<file path="src/cds_pkg.sv">
// cds_pkg: shared types, codes and the microcode table of the critically damped smoother
// no dependencies; used by critically_damped_smoother
`default_nettype none

package cds_pkg;

   localparam int REG_BITS       = 31;
   localparam int CSR_INDEX_BITS = 2;
   localparam int DIGIT_BITS     = 16;
   localparam int PC_BITS        = 5;

   localparam logic [CSR_INDEX_BITS-1:0] CSR_SMOOTH_TIME = 2'd0;
   localparam logic [CSR_INDEX_BITS-1:0] CSR_TIME_STEP   = 2'd1;
   localparam logic [CSR_INDEX_BITS-1:0] CSR_MAX_SPEED   = 2'd2;

   localparam logic [REG_BITS-1:0] SMOOTH_TIME_RESET = 31'd9830;
   localparam logic [REG_BITS-1:0] TIME_STEP_RESET   = 31'd1092;
   localparam logic [REG_BITS-1:0] MAX_SPEED_RESET   = 31'd655360000;

   typedef enum logic [3:0] {
      OP_JCLEAN = 4'd0,
      OP_MAX    = 4'd1,
      OP_SUB    = 4'd2,
      OP_SUBS   = 4'd3,
      OP_ADDS   = 4'd4,
      OP_CLAMP  = 4'd5,
      OP_MUL    = 4'd6,
      OP_DIVW   = 4'd7,
      OP_DIVE   = 4'd8,
      OP_DONE   = 4'd9
   } op_type;

   typedef enum logic [4:0] {
      R_ST    = 5'd0,
      R_DT    = 5'd1,
      R_MS    = 5'd2,
      R_ONE   = 5'd3,
      R_KQ    = 5'd4,
      R_KC    = 5'd5,
      R_FLOOR = 5'd6,
      R_STF   = 5'd7,
      R_OMG   = 5'd8,
      R_X     = 5'd9,
      R_X2    = 5'd10,
      R_X3    = 5'd11,
      R_DEN   = 5'd12,
      R_DEC   = 5'd13,
      R_MXC   = 5'd14,
      R_CHG   = 5'd15,
      R_AIM   = 5'd16,
      R_TMP   = 5'd17,
      R_ACC   = 5'd18,
      R_POS   = 5'd19,
      R_VEL   = 5'd20,
      R_TGT   = 5'd21,
      R_NVL   = 5'd22,
      R_NPS   = 5'd23
   } reg_type;

   typedef struct packed {
      op_type               op;
      reg_type              a;
      reg_type              b;
      reg_type              dst;
      logic [PC_BITS-1:0]   jmp;
   } uop_type;

   localparam logic [PC_BITS-1:0] ITEM_PC = 5'd13;

   function automatic uop_type uop(input op_type op, input reg_type a, input reg_type b,
                                   input reg_type dst);
      uop_type u;
      u.op  = op;
      u.a   = a;
      u.b   = b;
      u.dst = dst;
      u.jmp = ITEM_PC;
      return u;
   endfunction

   // derived terms are rebuilt only after reset or a csr write
   function automatic uop_type ucode(input logic [PC_BITS-1:0] pc);
      uop_type u;
      case (pc)
         5'd0:  u = uop(OP_JCLEAN, R_ACC,  R_ACC,   R_ACC);
         5'd1:  u = uop(OP_MAX,    R_ST,   R_FLOOR, R_STF);
         5'd2:  u = uop(OP_DIVW,   R_STF,  R_STF,   R_OMG);
         5'd3:  u = uop(OP_MUL,    R_OMG,  R_DT,    R_X);
         5'd4:  u = uop(OP_MUL,    R_X,    R_X,     R_X2);
         5'd5:  u = uop(OP_MUL,    R_X2,   R_X,     R_X3);
         5'd6:  u = uop(OP_ADDS,   R_ONE,  R_X,     R_DEN);
         5'd7:  u = uop(OP_MUL,    R_KQ,   R_X2,    R_ACC);
         5'd8:  u = uop(OP_ADDS,   R_DEN,  R_ACC,   R_DEN);
         5'd9:  u = uop(OP_MUL,    R_KC,   R_X3,    R_ACC);
         5'd10: u = uop(OP_ADDS,   R_DEN,  R_ACC,   R_DEN);
         5'd11: u = uop(OP_DIVE,   R_DEN,  R_DEN,   R_DEC);
         5'd12: u = uop(OP_MUL,    R_MS,   R_STF,   R_MXC);
         5'd13: u = uop(OP_SUB,    R_POS,  R_TGT,   R_CHG);
         5'd14: u = uop(OP_CLAMP,  R_CHG,  R_MXC,   R_CHG);
         5'd15: u = uop(OP_SUBS,   R_POS,  R_CHG,   R_AIM);
         5'd16: u = uop(OP_MUL,    R_OMG,  R_CHG,   R_TMP);
         5'd17: u = uop(OP_ADDS,   R_VEL,  R_TMP,   R_TMP);
         5'd18: u = uop(OP_MUL,    R_TMP,  R_DT,    R_TMP);
         5'd19: u = uop(OP_MUL,    R_OMG,  R_TMP,   R_ACC);
         5'd20: u = uop(OP_SUBS,   R_VEL,  R_ACC,   R_ACC);
         5'd21: u = uop(OP_MUL,    R_ACC,  R_DEC,   R_NVL);
         5'd22: u = uop(OP_ADDS,   R_CHG,  R_TMP,   R_ACC);
         5'd23: u = uop(OP_MUL,    R_ACC,  R_DEC,   R_ACC);
         5'd24: u = uop(OP_ADDS,   R_AIM,  R_ACC,   R_NPS);
         default: u = uop(OP_DONE, R_ACC,  R_ACC,   R_ACC);
      endcase
      return u;
   endfunction

endpackage

`default_nettype wire

</file>
<file path="src/cds_if.sv">
// cds_if: valid/ready channels for targets in and smoothed results out
// no dependencies
`default_nettype none

interface cds_req_if #(parameter int VALUE_BITS = 32);
   logic                         valid;
   logic                         ready;
   logic signed [VALUE_BITS-1:0] target_value;

   modport source (output valid, output target_value, input ready);
   modport sink   (input valid, input target_value, output ready);
endinterface

interface cds_rsp_if #(parameter int VALUE_BITS = 32);
   logic                         valid;
   logic                         ready;
   logic signed [VALUE_BITS-1:0] new_position;
   logic signed [VALUE_BITS-1:0] new_velocity;
   logic                         snapped;

   modport source (output valid, output new_position, output new_velocity, output snapped,
                   input ready);
   modport sink   (input valid, input new_position, input new_velocity, input snapped,
                   output ready);
endinterface

`default_nettype wire

</file>
<file path="src/critically_damped_smoother.sv">
// critically_damped_smoother: microcoded fixed-point spring smoother, one target in, one result out
// depends on cds_pkg (types, microcode table) and cds_if (req and rsp channels)
//
// req_ch carries one target_value per transfer; rsp_ch returns new_position, new_velocity
// and snapped for it, in order. csr_wr_en/csr_index/csr_data write smooth_time (0),
// time_step (1) and max_speed (2); write only while no item is in flight.
// A step counter walks a microcode table; one shared 16-bit-digit multiplier and a
// one-bit-per-cycle divider do the arithmetic.
// Items are taken one at a time: a new target is accepted only after the previous item's
// final step, and each item's steps include five sequential multiplies.
// After reset or any csr write the next item first rebuilds omega, decay and the
// distance limit, using the two divisions through the shared divider.
// Reset clears position, velocity and the channel control and restores csr defaults.
// The result sits in an output register; the next target is taken while it waits, and
// the sequencer holds at its final step only if the previous result is still untaken.
`default_nettype none

module critically_damped_smoother #(
   parameter int VALUE_BITS    = 32,
   parameter int FRACTION_BITS = 16
) (
   input  logic                                 clock,
   input  logic                                 reset,
   cds_req_if.sink                              req_ch,
   cds_rsp_if.source                            rsp_ch,
   input  logic                                 csr_wr_en,
   input  logic [cds_pkg::CSR_INDEX_BITS-1:0]   csr_index,
   input  logic [cds_pkg::REG_BITS-1:0]         csr_data
);

   localparam int W        = ((VALUE_BITS > 32) ? VALUE_BITS : 32) + 1;
   localparam int MW       = W - 1;
   localparam int PW       = 2 * MW;
   localparam int ND       = (MW + cds_pkg::DIGIT_BITS - 1) / cds_pkg::DIGIT_BITS;
   localparam int BPW      = ND * cds_pkg::DIGIT_BITS;
   localparam int IDX_BITS = (ND > 1) ? $clog2(ND) : 1;
   localparam int NB       = 2 * FRACTION_BITS + 2;
   localparam int QW       = (NB > W) ? NB : W;
   localparam int CNT_BITS = $clog2(NB + 1);

   localparam longint VMAX_L    = (longint'(1) << (VALUE_BITS - 1)) - 1;
   localparam longint ONE_L     = longint'(1) << FRACTION_BITS;
   localparam longint KQ_L      = ((longint'(48) << FRACTION_BITS) + 50) / 100;
   localparam longint KC_L      = ((longint'(235) << FRACTION_BITS) + 500) / 1000;
   localparam longint FLOOR_RAW = ((longint'(1) << FRACTION_BITS) + 5000) / 10000;
   localparam longint FLOOR_L   = (FLOOR_RAW < 1) ? 1 : FLOOR_RAW;

   localparam logic signed [W-1:0] VMAX_W  = W'(VMAX_L);
   localparam logic signed [W-1:0] ONE_W   = W'(ONE_L);
   localparam logic signed [W-1:0] KQ_W    = W'(KQ_L);
   localparam logic signed [W-1:0] KC_W    = W'(KC_L);
   localparam logic signed [W-1:0] FLOOR_W = W'(FLOOR_L);
   localparam logic signed [W:0]   VMAX_X  = (W + 1)'(VMAX_L);
   localparam logic signed [W:0]   VMIN_X  = (W + 1)'(-VMAX_L - 1);
   localparam logic [PW-1:0]       LIM_POS = PW'(VMAX_L);
   localparam logic [PW-1:0]       LIM_NEG = PW'(VMAX_L + 1);
   localparam logic [QW-1:0]       VMAX_Q  = QW'(VMAX_L);

   function automatic logic signed [W-1:0] sat_w(input logic signed [W:0] v);
      logic signed [W-1:0] r;
      if (v > VMAX_X) begin
         r = VMAX_X[W-1:0];
      end else if (v < VMIN_X) begin
         r = VMIN_X[W-1:0];
      end else begin
         r = v[W-1:0];
      end
      return r;
   endfunction

   // control
   logic                          busy_ff, busy_in;
   logic [cds_pkg::PC_BITS-1:0]   pc_ff, pc_in;
   logic [CNT_BITS-1:0]           cnt_ff, cnt_in;
   logic                          dirty_ff, dirty_in;
   logic                          rsp_valid_ff, rsp_valid_in;
   logic [cds_pkg::REG_BITS-1:0]  st_ff, dt_ff, ms_ff;

   // datapath registers
   logic signed [W-1:0] stf_ff, omg_ff, x_ff, x2_ff, x3_ff, den_ff, dec_ff, mxc_ff;
   logic signed [W-1:0] chg_ff, aim_ff, tmp_ff, acc_ff, nvl_ff, nps_ff;
   logic signed [W-1:0] pos_ff, vel_ff, tgt_ff;
   logic signed [W-1:0] pos_in, vel_in;
   logic [PW-1:0]       prod_ff, prod_in;
   logic [MW-1:0]       rem_ff, rem_in;
   logic [NB-1:0]       quo_ff, quo_in;
   logic signed [VALUE_BITS-1:0] out_pos_ff, out_vel_ff;
   logic                out_snap_ff;

   cds_pkg::uop_type    uop;
   logic signed [W-1:0] a_val, b_val, alu_res, wr_val, mul_res, div_res;
   logic signed [W:0]   sum_x, diff_x;
   logic                wr_en, mul_step, div_step, done_fire, accept, snap;

   // multiplier
   logic signed [W-1:0]             a_abs, b_abs, qs_w;
   logic [MW-1:0]                   a_mag;
   logic [BPW-1:0]                  b_pad;
   logic [IDX_BITS-1:0]             mul_idx;
   logic [cds_pkg::DIGIT_BITS-1:0]  digit;
   logic [MW+cds_pkg::DIGIT_BITS-1:0] mul_part;
   logic [PW-1:0]                   q, lim, qs;
   logic                            mul_neg;

   // divider
   logic [MW-1:0] dvs, rem_cur;
   logic [NB-1:0] quo_cur;
   logic [MW:0]   trial, trial_sub;
   logic          nbit, ge;
   logic [QW-1:0] quo_x;

   assign uop    = cds_pkg::ucode(pc_ff);
   assign accept = req_ch.valid && !busy_ff;

   function automatic logic signed [W-1:0] pick(
      input cds_pkg::reg_type sel,
      input logic [cds_pkg::REG_BITS-1:0] st, dt, ms,
      input logic signed [W-1:0] stf, omg, x, x2, x3, den, dec, mxc,
      input logic signed [W-1:0] chg, aim, tmp, acc, pos, vel, tgt, nvl, nps);
      logic signed [W-1:0] r;
      case (sel)
         cds_pkg::R_ST:    r = W'(st);
         cds_pkg::R_DT:    r = W'(dt);
         cds_pkg::R_MS:    r = W'(ms);
         cds_pkg::R_ONE:   r = ONE_W;
         cds_pkg::R_KQ:    r = KQ_W;
         cds_pkg::R_KC:    r = KC_W;
         cds_pkg::R_FLOOR: r = FLOOR_W;
         cds_pkg::R_STF:   r = stf;
         cds_pkg::R_OMG:   r = omg;
         cds_pkg::R_X:     r = x;
         cds_pkg::R_X2:    r = x2;
         cds_pkg::R_X3:    r = x3;
         cds_pkg::R_DEN:   r = den;
         cds_pkg::R_DEC:   r = dec;
         cds_pkg::R_MXC:   r = mxc;
         cds_pkg::R_CHG:   r = chg;
         cds_pkg::R_AIM:   r = aim;
         cds_pkg::R_TMP:   r = tmp;
         cds_pkg::R_ACC:   r = acc;
         cds_pkg::R_POS:   r = pos;
         cds_pkg::R_VEL:   r = vel;
         cds_pkg::R_TGT:   r = tgt;
         cds_pkg::R_NVL:   r = nvl;
         cds_pkg::R_NPS:   r = nps;
         default:          r = '0;
      endcase
      return r;
   endfunction

   assign a_val = pick(uop.a, st_ff, dt_ff, ms_ff, stf_ff, omg_ff, x_ff, x2_ff, x3_ff, den_ff,
                       dec_ff, mxc_ff, chg_ff, aim_ff, tmp_ff, acc_ff, pos_ff, vel_ff, tgt_ff,
                       nvl_ff, nps_ff);
   assign b_val = pick(uop.b, st_ff, dt_ff, ms_ff, stf_ff, omg_ff, x_ff, x2_ff, x3_ff, den_ff,
                       dec_ff, mxc_ff, chg_ff, aim_ff, tmp_ff, acc_ff, pos_ff, vel_ff, tgt_ff,
                       nvl_ff, nps_ff);

   // combinational ALU ops
   assign sum_x  = {a_val[W-1], a_val} + {b_val[W-1], b_val};
   assign diff_x = {a_val[W-1], a_val} - {b_val[W-1], b_val};

   always_comb begin
      case (uop.op)
         cds_pkg::OP_MAX:   alu_res = (a_val < b_val) ? b_val : a_val;
         cds_pkg::OP_SUB:   alu_res = diff_x[W-1:0];
         cds_pkg::OP_SUBS:  alu_res = sat_w(diff_x);
         cds_pkg::OP_ADDS:  alu_res = sat_w(sum_x);
         cds_pkg::OP_CLAMP: begin
            if (a_val > b_val) begin
               alu_res = b_val;
            end else if (a_val < -b_val) begin
               alu_res = -b_val;
            end else begin
               alu_res = a_val;
            end
         end
         default:           alu_res = a_val;
      endcase
   end

   // shared multiplier: one 16-bit digit of |b| per cycle, then shift and saturate
   assign a_abs    = a_val[W-1] ? -a_val : a_val;
   assign b_abs    = b_val[W-1] ? -b_val : b_val;
   assign a_mag    = a_abs[MW-1:0];
   assign b_pad    = BPW'(b_abs[MW-1:0]);
   assign mul_neg  = a_val[W-1] ^ b_val[W-1];
   assign mul_idx  = cnt_ff[IDX_BITS-1:0];
   assign digit    = b_pad[cds_pkg::DIGIT_BITS*mul_idx +: cds_pkg::DIGIT_BITS];
   assign mul_part = a_mag * digit;
   assign prod_in  = ((cnt_ff == '0) ? '0 : prod_ff)
                   + (PW'(mul_part) << (cds_pkg::DIGIT_BITS * mul_idx));
   assign q        = prod_ff >> FRACTION_BITS;
   assign lim      = mul_neg ? LIM_NEG : LIM_POS;
   assign qs       = (q > lim) ? lim : q;
   assign qs_w     = qs[W-1:0];
   assign mul_res  = mul_neg ? -qs_w : qs_w;

   // shared divider: power-of-two dividend, one quotient bit per cycle
   assign dvs       = a_val[MW-1:0];
   assign rem_cur   = (cnt_ff == '0) ? '0 : rem_ff;
   assign quo_cur   = (cnt_ff == '0) ? '0 : quo_ff;
   assign nbit      = (uop.op == cds_pkg::OP_DIVW) ? (cnt_ff == CNT_BITS'(0))
                                                   : (cnt_ff == CNT_BITS'(1));
   assign trial     = {rem_cur, nbit};
   assign trial_sub = trial - {1'b0, dvs};
   assign ge        = trial >= {1'b0, dvs};
   assign rem_in    = ge ? trial_sub[MW-1:0] : trial[MW-1:0];
   assign quo_in    = {quo_cur[NB-2:0], ge};
   assign quo_x     = QW'(quo_ff);
   assign div_res   = (quo_x > VMAX_Q) ? VMAX_W : W'(quo_x);

   // overshoot snap
   assign snap   = (tgt_ff > pos_ff) == (nps_ff > tgt_ff);
   assign pos_in = snap ? tgt_ff : nps_ff;
   assign vel_in = snap ? '0 : nvl_ff;

   // sequencer
   always_comb begin
      pc_in        = pc_ff;
      cnt_in       = cnt_ff;
      busy_in      = busy_ff;
      dirty_in     = dirty_ff;
      rsp_valid_in = rsp_valid_ff && !rsp_ch.ready;
      wr_en        = 1'b0;
      wr_val       = alu_res;
      mul_step     = 1'b0;
      div_step     = 1'b0;
      done_fire    = 1'b0;
      if (!busy_ff) begin
         if (req_ch.valid) begin
            busy_in = 1'b1;
            pc_in   = '0;
            cnt_in  = '0;
         end
      end else begin
         case (uop.op)
            cds_pkg::OP_JCLEAN: begin
               pc_in = dirty_ff ? pc_ff + 1'b1 : uop.jmp;
            end
            cds_pkg::OP_MUL: begin
               if (cnt_ff == CNT_BITS'(ND)) begin
                  wr_en  = 1'b1;
                  wr_val = mul_res;
                  cnt_in = '0;
                  pc_in  = pc_ff + 1'b1;
               end else begin
                  mul_step = 1'b1;
                  cnt_in   = cnt_ff + 1'b1;
               end
            end
            cds_pkg::OP_DIVW, cds_pkg::OP_DIVE: begin
               if (cnt_ff == CNT_BITS'(NB)) begin
                  wr_en  = 1'b1;
                  wr_val = div_res;
                  cnt_in = '0;
                  pc_in  = pc_ff + 1'b1;
               end else begin
                  div_step = 1'b1;
                  cnt_in   = cnt_ff + 1'b1;
               end
            end
            cds_pkg::OP_DONE: begin
               if (!(rsp_valid_ff && !rsp_ch.ready)) begin
                  done_fire    = 1'b1;
                  rsp_valid_in = 1'b1;
                  busy_in      = 1'b0;
                  dirty_in     = 1'b0;
               end
            end
            default: begin
               wr_en = 1'b1;
               pc_in = pc_ff + 1'b1;
            end
         endcase
      end
      if (csr_wr_en) begin
         dirty_in = 1'b1;
      end
   end

   always_ff @(posedge clock) begin
      if (reset) begin
         busy_ff      <= 1'b0;
         pc_ff        <= '0;
         cnt_ff       <= '0;
         dirty_ff     <= 1'b1;
         rsp_valid_ff <= 1'b0;
         pos_ff       <= '0;
         vel_ff       <= '0;
         st_ff        <= cds_pkg::SMOOTH_TIME_RESET;
         dt_ff        <= cds_pkg::TIME_STEP_RESET;
         ms_ff        <= cds_pkg::MAX_SPEED_RESET;
      end else begin
         busy_ff      <= busy_in;
         pc_ff        <= pc_in;
         cnt_ff       <= cnt_in;
         dirty_ff     <= dirty_in;
         rsp_valid_ff <= rsp_valid_in;
         if (done_fire) begin
            pos_ff <= pos_in;
            vel_ff <= vel_in;
         end
         if (csr_wr_en) begin
            case (csr_index)
               cds_pkg::CSR_SMOOTH_TIME: st_ff <= csr_data;
               cds_pkg::CSR_TIME_STEP:   dt_ff <= csr_data;
               cds_pkg::CSR_MAX_SPEED:   ms_ff <= csr_data;
               default: ;
            endcase
         end
      end
   end

   always_ff @(posedge clock) begin
      if (accept) begin
         tgt_ff <= W'(req_ch.target_value);
      end
      if (mul_step) begin
         prod_ff <= prod_in;
      end
      if (div_step) begin
         rem_ff <= rem_in;
         quo_ff <= quo_in;
      end
      if (done_fire) begin
         out_pos_ff  <= pos_in[VALUE_BITS-1:0];
         out_vel_ff  <= vel_in[VALUE_BITS-1:0];
         out_snap_ff <= snap;
      end
      if (wr_en) begin
         case (uop.dst)
            cds_pkg::R_STF: stf_ff <= wr_val;
            cds_pkg::R_OMG: omg_ff <= wr_val;
            cds_pkg::R_X:   x_ff   <= wr_val;
            cds_pkg::R_X2:  x2_ff  <= wr_val;
            cds_pkg::R_X3:  x3_ff  <= wr_val;
            cds_pkg::R_DEN: den_ff <= wr_val;
            cds_pkg::R_DEC: dec_ff <= wr_val;
            cds_pkg::R_MXC: mxc_ff <= wr_val;
            cds_pkg::R_CHG: chg_ff <= wr_val;
            cds_pkg::R_AIM: aim_ff <= wr_val;
            cds_pkg::R_TMP: tmp_ff <= wr_val;
            cds_pkg::R_ACC: acc_ff <= wr_val;
            cds_pkg::R_NVL: nvl_ff <= wr_val;
            cds_pkg::R_NPS: nps_ff <= wr_val;
            default: ;
         endcase
      end
   end

   assign req_ch.ready        = !busy_ff;
   assign rsp_ch.valid        = rsp_valid_ff;
   assign rsp_ch.new_position = out_pos_ff;
   assign rsp_ch.new_velocity = out_vel_ff;
   assign rsp_ch.snapped      = out_snap_ff;

endmodule

`default_nettype wire
</file>
<file path="src/flat_wrapper.sv">
// flat-port wrapper written by rule: the top's interface ports become plain ports
module critically_damped_smoother_flat 
#(
   parameter int VALUE_BITS    = 32,
   parameter int FRACTION_BITS = 16
)
  (clock, reset, csr_wr_en, csr_index, csr_data, req_ch_valid, req_ch_target_value, req_ch_ready, rsp_ch_valid, rsp_ch_new_position, rsp_ch_new_velocity, rsp_ch_snapped, rsp_ch_ready);
  cds_req_if #(.VALUE_BITS(VALUE_BITS)) req_ch_i ();
  cds_rsp_if #(.VALUE_BITS(VALUE_BITS)) rsp_ch_i ();
  input  logic clock;
  input  logic reset;
  input  logic csr_wr_en;
  input  logic [cds_pkg::CSR_INDEX_BITS-1:0] csr_index;
  input  logic [cds_pkg::REG_BITS-1:0] csr_data;
  input wire logic [$bits(req_ch_i.valid)-1:0] req_ch_valid;
  input wire logic [$bits(req_ch_i.target_value)-1:0] req_ch_target_value;
  output wire logic [$bits(req_ch_i.ready)-1:0] req_ch_ready;
  output wire logic [$bits(rsp_ch_i.valid)-1:0] rsp_ch_valid;
  output wire logic [$bits(rsp_ch_i.new_position)-1:0] rsp_ch_new_position;
  output wire logic [$bits(rsp_ch_i.new_velocity)-1:0] rsp_ch_new_velocity;
  output wire logic [$bits(rsp_ch_i.snapped)-1:0] rsp_ch_snapped;
  input wire logic [$bits(rsp_ch_i.ready)-1:0] rsp_ch_ready;
  assign req_ch_i.valid = req_ch_valid;
  assign req_ch_i.target_value = req_ch_target_value;
  assign req_ch_ready = req_ch_i.ready;
  assign rsp_ch_valid = rsp_ch_i.valid;
  assign rsp_ch_new_position = rsp_ch_i.new_position;
  assign rsp_ch_new_velocity = rsp_ch_i.new_velocity;
  assign rsp_ch_snapped = rsp_ch_i.snapped;
  assign rsp_ch_i.ready = rsp_ch_ready;
  critically_damped_smoother #(.VALUE_BITS(VALUE_BITS), .FRACTION_BITS(FRACTION_BITS)) u_core (.clock(clock), .reset(reset), .req_ch(req_ch_i), .rsp_ch(rsp_ch_i), .csr_wr_en(csr_wr_en), .csr_index(csr_index), .csr_data(csr_data));
endmodule
</file>
<file path="config.mk">
export PLATFORM = sky130hd
export DESIGN_NAME = critically_damped_smoother_flat
export DESIGN_NICKNAME = d
export VERILOG_FILES = /design/src/cds_pkg.sv /design/src/cds_if.sv /design/src/critically_damped_smoother.sv /design/src/flat_wrapper.sv
export SDC_FILE = /design/constraint.sdc
export NUM_CORES = 2
export LEC_CHECK = 0
export BUFFER_PORTS_ARGS = -buffer_cell sky130_fd_sc_hd__buf_2
export CAP_MARGIN = 20
export CORE_AREA = 8 8 435 437
export CTS_CLUSTER_DIAMETER = 40
export CTS_CLUSTER_SIZE = 40
export DETAILED_ROUTE_END_ITERATION = 16
export DIE_AREA = 0 0 443 445
export GPL_TIMING_DRIVEN = 0
export MAX_ROUTING_LAYER = met4
export SLEW_MARGIN = 20
export SYNTH_ARGS = -nofsm -noshare
export SYNTH_HDL_FRONTEND = slang
export SYNTH_SLANG_ARGS = --single-unit
</file>
<file path="constraint.sdc">
create_clock -name clock -period 24.8 [get_ports clock]
set_input_delay 0 -clock clock [delete_from_list [all_inputs] [get_ports clock]]
set_output_delay 0 -clock clock [all_outputs]
set_load 0.005 [all_outputs]
</file>
---- Yosys cells after proc, flatten, opt, wreduce, memory -nomap -nowiden ----
Memories as Yosys holds them, arrays and structs flattened. A register that Yosys moved wholly into a read port is not among the register bits.
Cells that the tools add are included.
storage, ports and cells
  register bits after elaboration ......... 862
  latch bits .............................. 0
  bits in writable memories ............... 0
  ROM bits ................................ 608
  input port bits ......................... 70
  output and inout bits ................... 67
  memories kept ........................... 1
operators by class
  $add $sub $neg .......................... 9
  multipliers ............................. 1
  div/mod/pow operators ................... 0
  order comparisons ....................... 12
  equality and inequality tests ........... 79
  shift operators ......................... 2
  mux-type cells .......................... 58
  bitwise logic cells ..................... 2
  reductions and logical operators ........ 33
memories
  memory           depth  width  rd ports  clocked after Yosys merged registers in  wr ports  line           RTL
  (no name shown)  32     19     1         1                                        0         cds_pkg.sv:84  case (pc)
operator list
  operator              count
  $pmux 33 s24          2
  $mux 33               15
  $pmux 33 s5           1
  $mux 32               5
  $eq 5x4->1 const B    24
  $eq 5x5->1 const B    21
  $gt 34x32->1 const B  2
  $lt 34x32->1 const B  2
  $lt 33x33->1          2
  $neg 33->33           2
  $pmux 33 s2           1
  $add 64x64->64        1
  $mux 64               1
  $shl 48x5->64         1
  $gt 48x32->1          1
  $mul 32x16->48        1
  $eq 5x3->1 const B    9
  $reduce_and 2->1      18
  $mux 5                7
  $add 33x33->34        1
  $gt 34x31->1 const B  1
  $sub 33x33->34        1
  $ge 33x32->1          1
  $gt 32x33->1          1
  38 further kinds      75

---- Longest topological paths before layout ----
  depth after elaboration ................. 11
  gate-level depth with buffers ........... 62
  mapped depth without buffers ............ 53

---- Worst setup path before layout ----
Ideal clock, no wire load.
  path kind ............................... reg-to-reg
  start point ............................. register u_core.uop[11] (netlist name)
  end point ............................... register u_core.prod_ff[63], data pin
  arrival ................................. 12.635 ns
  data required time ...................... 24.539 ns
  setup slack ............................. 11.904 ns
  cell stages (with the launch flop) ...... 57
  clock period less this slack ............ 12.896 ns
  path through ............................ dfxtp_1 buf_4 and3b_1 buf_2 and2_1 buf_2 buf_6 a22oi_1 nand4_1 or4_1 clkbuf_1 inv_1 ha_1 inv_1 nor3_1 and3_1 clkbuf_1 nor2b_1 [... 21 more ...] o21bai_1 nand2_1 a31oi_1 o21ai_0 a221oi_1 xnor2_1 mux2_2 ha_1 a21o_1 a21o_1 a21o_1 a211o_1 o21a_1 a21oi_1 o21ai_0 a31oi_1 o21ai_0 xnor2_1
between the ends
  longest elaborated chain between the ends .. 8
  elaborated cells between the ends (all ways) .. 31
  those cells by class .................... 2 x add/sub; 1 x mul; 23 x eq/ne; 2 x shift; 2 x mux; 1 x reduce/logical
ends and longest elaborated chain
  item                                line                               RTL
  $eq 5x5->1 (tied with other cells)  critically_damped_smoother.sv:121  case (sel)
  $pmux 33 s24 (*)                    critically_damped_smoother.sv:121
  $neg 33->33                         --
  $mux 32 (*)                         critically_damped_smoother.sv:183  assign b_abs = b_val[W-1] ? -b_val : b_val;
  $shiftx 32x6->16 (*)                critically_damped_smoother.sv:188  assign digit = b_pad[cds_pkg::DIGIT_BITS*mul_idx +: cds_pkg::DIGIT_BITS];
  $mul 32x16->48 (*)                  critically_damped_smoother.sv:189  assign mul_part = a_mag * digit;
  $shl 48x5->64 (*)                   critically_damped_smoother.sv:191  + (PW'(mul_part) << (cds_pkg::DIGIT_BITS * mul_idx));
  $add 64x64->64 (*)                  critically_damped_smoother.sv:191
  via u_core.prod_in[63]              critically_damped_smoother.sv:84   logic [PW-1:0] prod_ff, prod_in;
  end signal: assignment              critically_damped_smoother.sv:319  prod_ff <= prod_in;
  end: declaration                    critically_damped_smoother.sv:84
The timed path passes the listed nets; every way through them passes the cells marked *.
A chain may end at the register's enable or synchronous reset.

---- Worst setup path after layout ----
  start point ............................. register u_core.uop[10] (netlist name)
  end point ............................... register u_core.prod_ff[60], data pin
between the ends
  longest elaborated chain between the ends .. 8
  elaborated cells between the ends (all ways) .. 31
  those cells by class .................... 2 x add/sub; 1 x mul; 23 x eq/ne; 2 x shift; 2 x mux; 1 x reduce/logical
ends and longest elaborated chain
  item                                line
  $eq 5x5->1 (tied with other cells)  critically_damped_smoother.sv:121
  $pmux 33 s24 (*)                    critically_damped_smoother.sv:121
  $neg 33->33                         --
  $mux 32 (*)                         critically_damped_smoother.sv:183
  $shiftx 32x6->16 (*)                critically_damped_smoother.sv:188
  $mul 32x16->48 (*)                  critically_damped_smoother.sv:189
  $shl 48x5->64 (*)                   critically_damped_smoother.sv:191
  $add 64x64->64 (*)                  critically_damped_smoother.sv:191
  via u_core.prod_in[60]              critically_damped_smoother.sv:84
Marks and branches as above.

==> results_tabular.tex <==
\begin{tabular}{lr}
\hline
Metric & Value \\
\hline
\multicolumn{2}{l}{\textbf{Global routing}} \\
Maximum number of pins on one net before global-route repair & 40 \\
First-pass GRT wire length & 525.0 mm \\
Via count of the first global-routing pass & 68220 \\
Overflow left after global routing & 0 \\
Initial antenna violation count & 39 \\
All-Layer GR Usage & between 30\% and 40\% \\
\multicolumn{2}{l}{\textbf{Outcome}} \\
Outcome & finished, final reports clean \\
\multicolumn{2}{l}{\textbf{Setup path}} \\
Worst path buffer plus inverter count & 9 \\
R2r endpoint & u\_core.prod\_ff[60] \\
Crit path arrival time & 19.58 ns \\
Kind of start point of the critical path & flop \\
Kind of end point of the critical path & flop \\
Critical register-to-register path startpoint & u\_core.uop[10] \\
Library cell contributing the largest single delay on the critical path & nor4\_1 \\
Worst-case register-to-register setup slack & 5.71 ns \\
Crit path max-delay family & simple AND/OR/NAND/NOR gates \\
Maximum cell stage delay along the critical path & 1.25 ns \\
Number of cells on the worst reg-to-reg path & 50 \\
Startpoint-to-endpoint class of the critical path & flop to flop \\
CP Data Required Time & around 25 ns \\
CP Max Fanout & 11 \\
Critical path's most frequent cell & fa\_1 \\
\multicolumn{2}{l}{\textbf{Place}} \\
Count of port buffers added during placement & 135 \\
Half-perimeter wire length of the detailed placement result & 289.9 mm \\
Routability cong. & 1.088 \\
\multicolumn{2}{l}{\textbf{Yosys}} \\
Flop and latch count out of synthesis & roughly 880 \\
Unique cell type count in the Yosys netlist & 97 \\
Fraction of registers with async set or reset after synthesis & 0\% \\
Post-synthesis average cell area & 9.294 um\^{}2 \\
Library cell occupying the most area in the post-synthesis netlist & edfxtp\_1 \\
Warnings, synthesis & 0 \\
Synth Net Count & 8728 \\
Area contributors post-synth & edfxtp\_1, fa\_1, ha\_1 \\
Netlist area before placement & 72570 um\^{}2 \\
Sequential area share after synthesis & between 30\% and 40\% \\
Number of instances in the synthesized netlist & between 7000 and 8000 \\
Number of enable flip-flop cells after synthesis & 689 \\
Prevailing post-synth register cell & edfxtp\_1 \\
Share of Yosys cell area claimed by the top area cell type & 28.51\% \\
\multicolumn{2}{l}{\textbf{Layout}} \\
Registers with the highest flip-flop counts & u\_core.prod\_ff x64, u\_core.quo\_ff x34 \\
Largest register FFs & 64 \\
Share of post-route cells with drive strength above 1 & 9.400\% \\
Largest Register & u\_core.prod\_ff \\
Post-layout nets & 9236 \\
Synth-to-Final Area Change & 16.99\% \\
Post-layout utilization of the core & 46.62\% \\
\multicolumn{2}{l}{\textbf{STA}} \\
Pin slew with the least headroom to its limit & 1.429 ns \\
Unrepaired setup endpoints after global routing & no \\
Total Negative Setup Slacks & 0 ns \\
Max Fclk & 0.05239 GHz \\
Period Utilization, post-route & about three quarters \\
Setup violations, final & 0 \\
Headroom to the max-slew limit & 4.738\% \\
Worst clock skew on the final layout & approximately 0.091 ns \\
Number of max-slew violations in the final report & 0 \\
Fin crit period & 19.09 ns \\
Tightest hold margin & 0.03005 ns \\
Number of hold violations in the final report & 0 \\
\multicolumn{2}{l}{\textbf{Route}} \\
Wirelength, routed & 379.7 mm \\
Average routed wire per standard cell & 34.92 um \\
Antenna Violating Nets Remaining & 0 \\
Mean number of vias per cell & about 6.6 \\
Number of remaining DRC errors & 0 \\
Vias & 71480 \\
Drt initial violations & 12320 \\
Initial DRT Pass Iterations & 9 \\
\multicolumn{2}{l}{\textbf{Worst hold path}} \\
Worst hold path endpoint & u\_core.dt\_ff[18] \\
Origin of the worst min-delay path & csr\_data[18] \\
Number of instances on the worst hold path & 4 \\
Hold Crit Class & input pin to flop \\
\multicolumn{2}{l}{\textbf{CTS}} \\
Clock latency of the later-clocked register in the worst-skew pair & 0.84 ns \\
Clock root buffer & clkbuf\_16 \\
Post-CTS Hold Fix Bufs & approximately 130 \\
Clock Sink Count & 881 \\
Number of setup buffers added after CTS & 0 \\
Clock tree from TritonCTS & yes \\
CTS buffer count & 152 \\
Clock H-tree levels & 4 \\
Resize count post-CTS & 0 \\
Maximum clock path buffer count & 3 \\
CTS clock-pin slew for the worst setup and hold paths & 0.06 ns \\
\multicolumn{2}{l}{\textbf{Floorplan}} \\
Die width & 443 um \\
Die H & 445 um \\
Cell Rows & between 150 and 200 \\
Area inside the core boundary & $\sim$180000 um\^{}2 \\
Full die area & 197100 um\^{}2 \\
Effective utilization at floorplan & 39.85\% \\
Number of I/O pins & 137 \\
\multicolumn{2}{l}{\textbf{Job}} \\
Max Cap Viol & 0 \\
\hline
\end{tabular}
==> worst reg2reg max path, delay by kind of cell (launching register included) <==
family	cells	cell delay [ns]
adders and majority gates	8	4.11
and+or+nand+nor	17	6.04
buffers and inverters	9	2.40
AOI/OAI and AO/OA	13	5.06
xor gates and xnor gates	3	0.51
DFF	1	0.65
==> layout by cell type, fill, tap and decap left out, types with 45 or more instances in the layout <==
master / synthesis / layout
nand2b_1: 73 / 73
a22o_1: 138 / 138
nand4_1: 126 / 126
clkbuf_1: 357 / 330
inv_1: 683 / 682
and2_1: 317 / 317
dlygate4sd3_1: 0 / 133
fa_1: 422 / 422
nand3_1: 166 / 166
o21a_1: 70 / 70
a211oi_1: 51 / 51
nor2b_1: 97 / 96
clkbuf_16: 0 / 154
xnor2_1: 180 / 164
buf_2: 65 / 212
dfxtp_1: 192 / 192
a22oi_1: 364 / 363
nor3_1: 108 / 102
nor2_1: 438 / 423
xor2_1: 58 / 58
clkbuf_2: 0 / 47
edfxtp_1: 689 / 689
a221oi_1: 91 / 91
nand2_1: 811 / 811
mux2_2: 52 / 52
a21oi_1: 477 / 474
and3_1: 132 / 132
o21ai_0: 332 / 329
a21o_1: 126 / 126
ha_1: 428 / 427
o211ai_1: 45 / 45
==> worst max-delay path by stage <==
stage          slack (ns)            from  cells after the start            endpoint
6_report             5.71  u_core.uop[10]                     50  u_core.prod_ff[60]
5_1_grt              5.55  u_core.uop[10]                     51  u_core.prod_ff[63]
4_1_cts              6.60  u_core.uop[10]                     49  u_core.prod_ff[63]
3_5_place_dp         6.70  u_core.uop[10]                     49  u_core.prod_ff[63]
3_3_place_gp         4.57  u_core.uop[13]                     54  u_core.prod_ff[63]
2_1_floorplan       11.90  u_core.uop[11]                     56  u_core.prod_ff[63]
==> cells in the mapped netlist, drive strengths merged (132+ instances only) <==
library cell	number
nand2	811
edfxtp	689
inv	684
a21oi	477
nor2	438
ha	428
fa	422
a22oi	364
clkbuf	357
o21ai	333
and2	320
dfxtp	192
xnor2	180
nand3	167
a22o	138
and3	132
==> kinds of logic after synthesis <==
logic type | share of synthesized area, %
multiplexers | 1.055
XOR/XNOR | 2.872
AND/OR/NAND/NOR | 17.35
AO/OA/AOI/OAI | 19.70
flip-flops | 33.81
adder cells (fa/ha/maj) | 19.02
buffers and inverters | 6.190
==> layer usage <==
layer	vias up	global-route usage (%)	routed length [um]
met3	1361	15.56	56890
met2	5522	50.81	148100
li1	29300	-	-
met1	35300	49.73	151200
met5	-	-	0
met4	0	17.82	23550
==> stage by stage <==
step	instances	setup slack (ns)	area, um^2
2_1_floorplan	7808	11.90	72570
3_3_place_gp	10330	4.570	76230
3_5_place_dp	10410	6.701	78040
4_1_cts	10830	6.597	84710
5_1_grt	10860	5.548	84870
6_report	10870	5.712	84900
==> cell type report <==
type | count | area, um^2
multi-input combinational | 5760 | 44010
fill | 17260 | 97200
timing repair buffer | 354 | 3359
buffer | 474 | 1959
clock buffer | 178 | 3984
antenna | 42 | 105.1
sequential | 881 | 24530
clock inverter | 107 | 1354
tap | 2385 | 2984
inverter | 693 | 2604
Power is not shown: default switching activity piles up to over one toggle a cycle in this logic, so the estimate is an artifact.
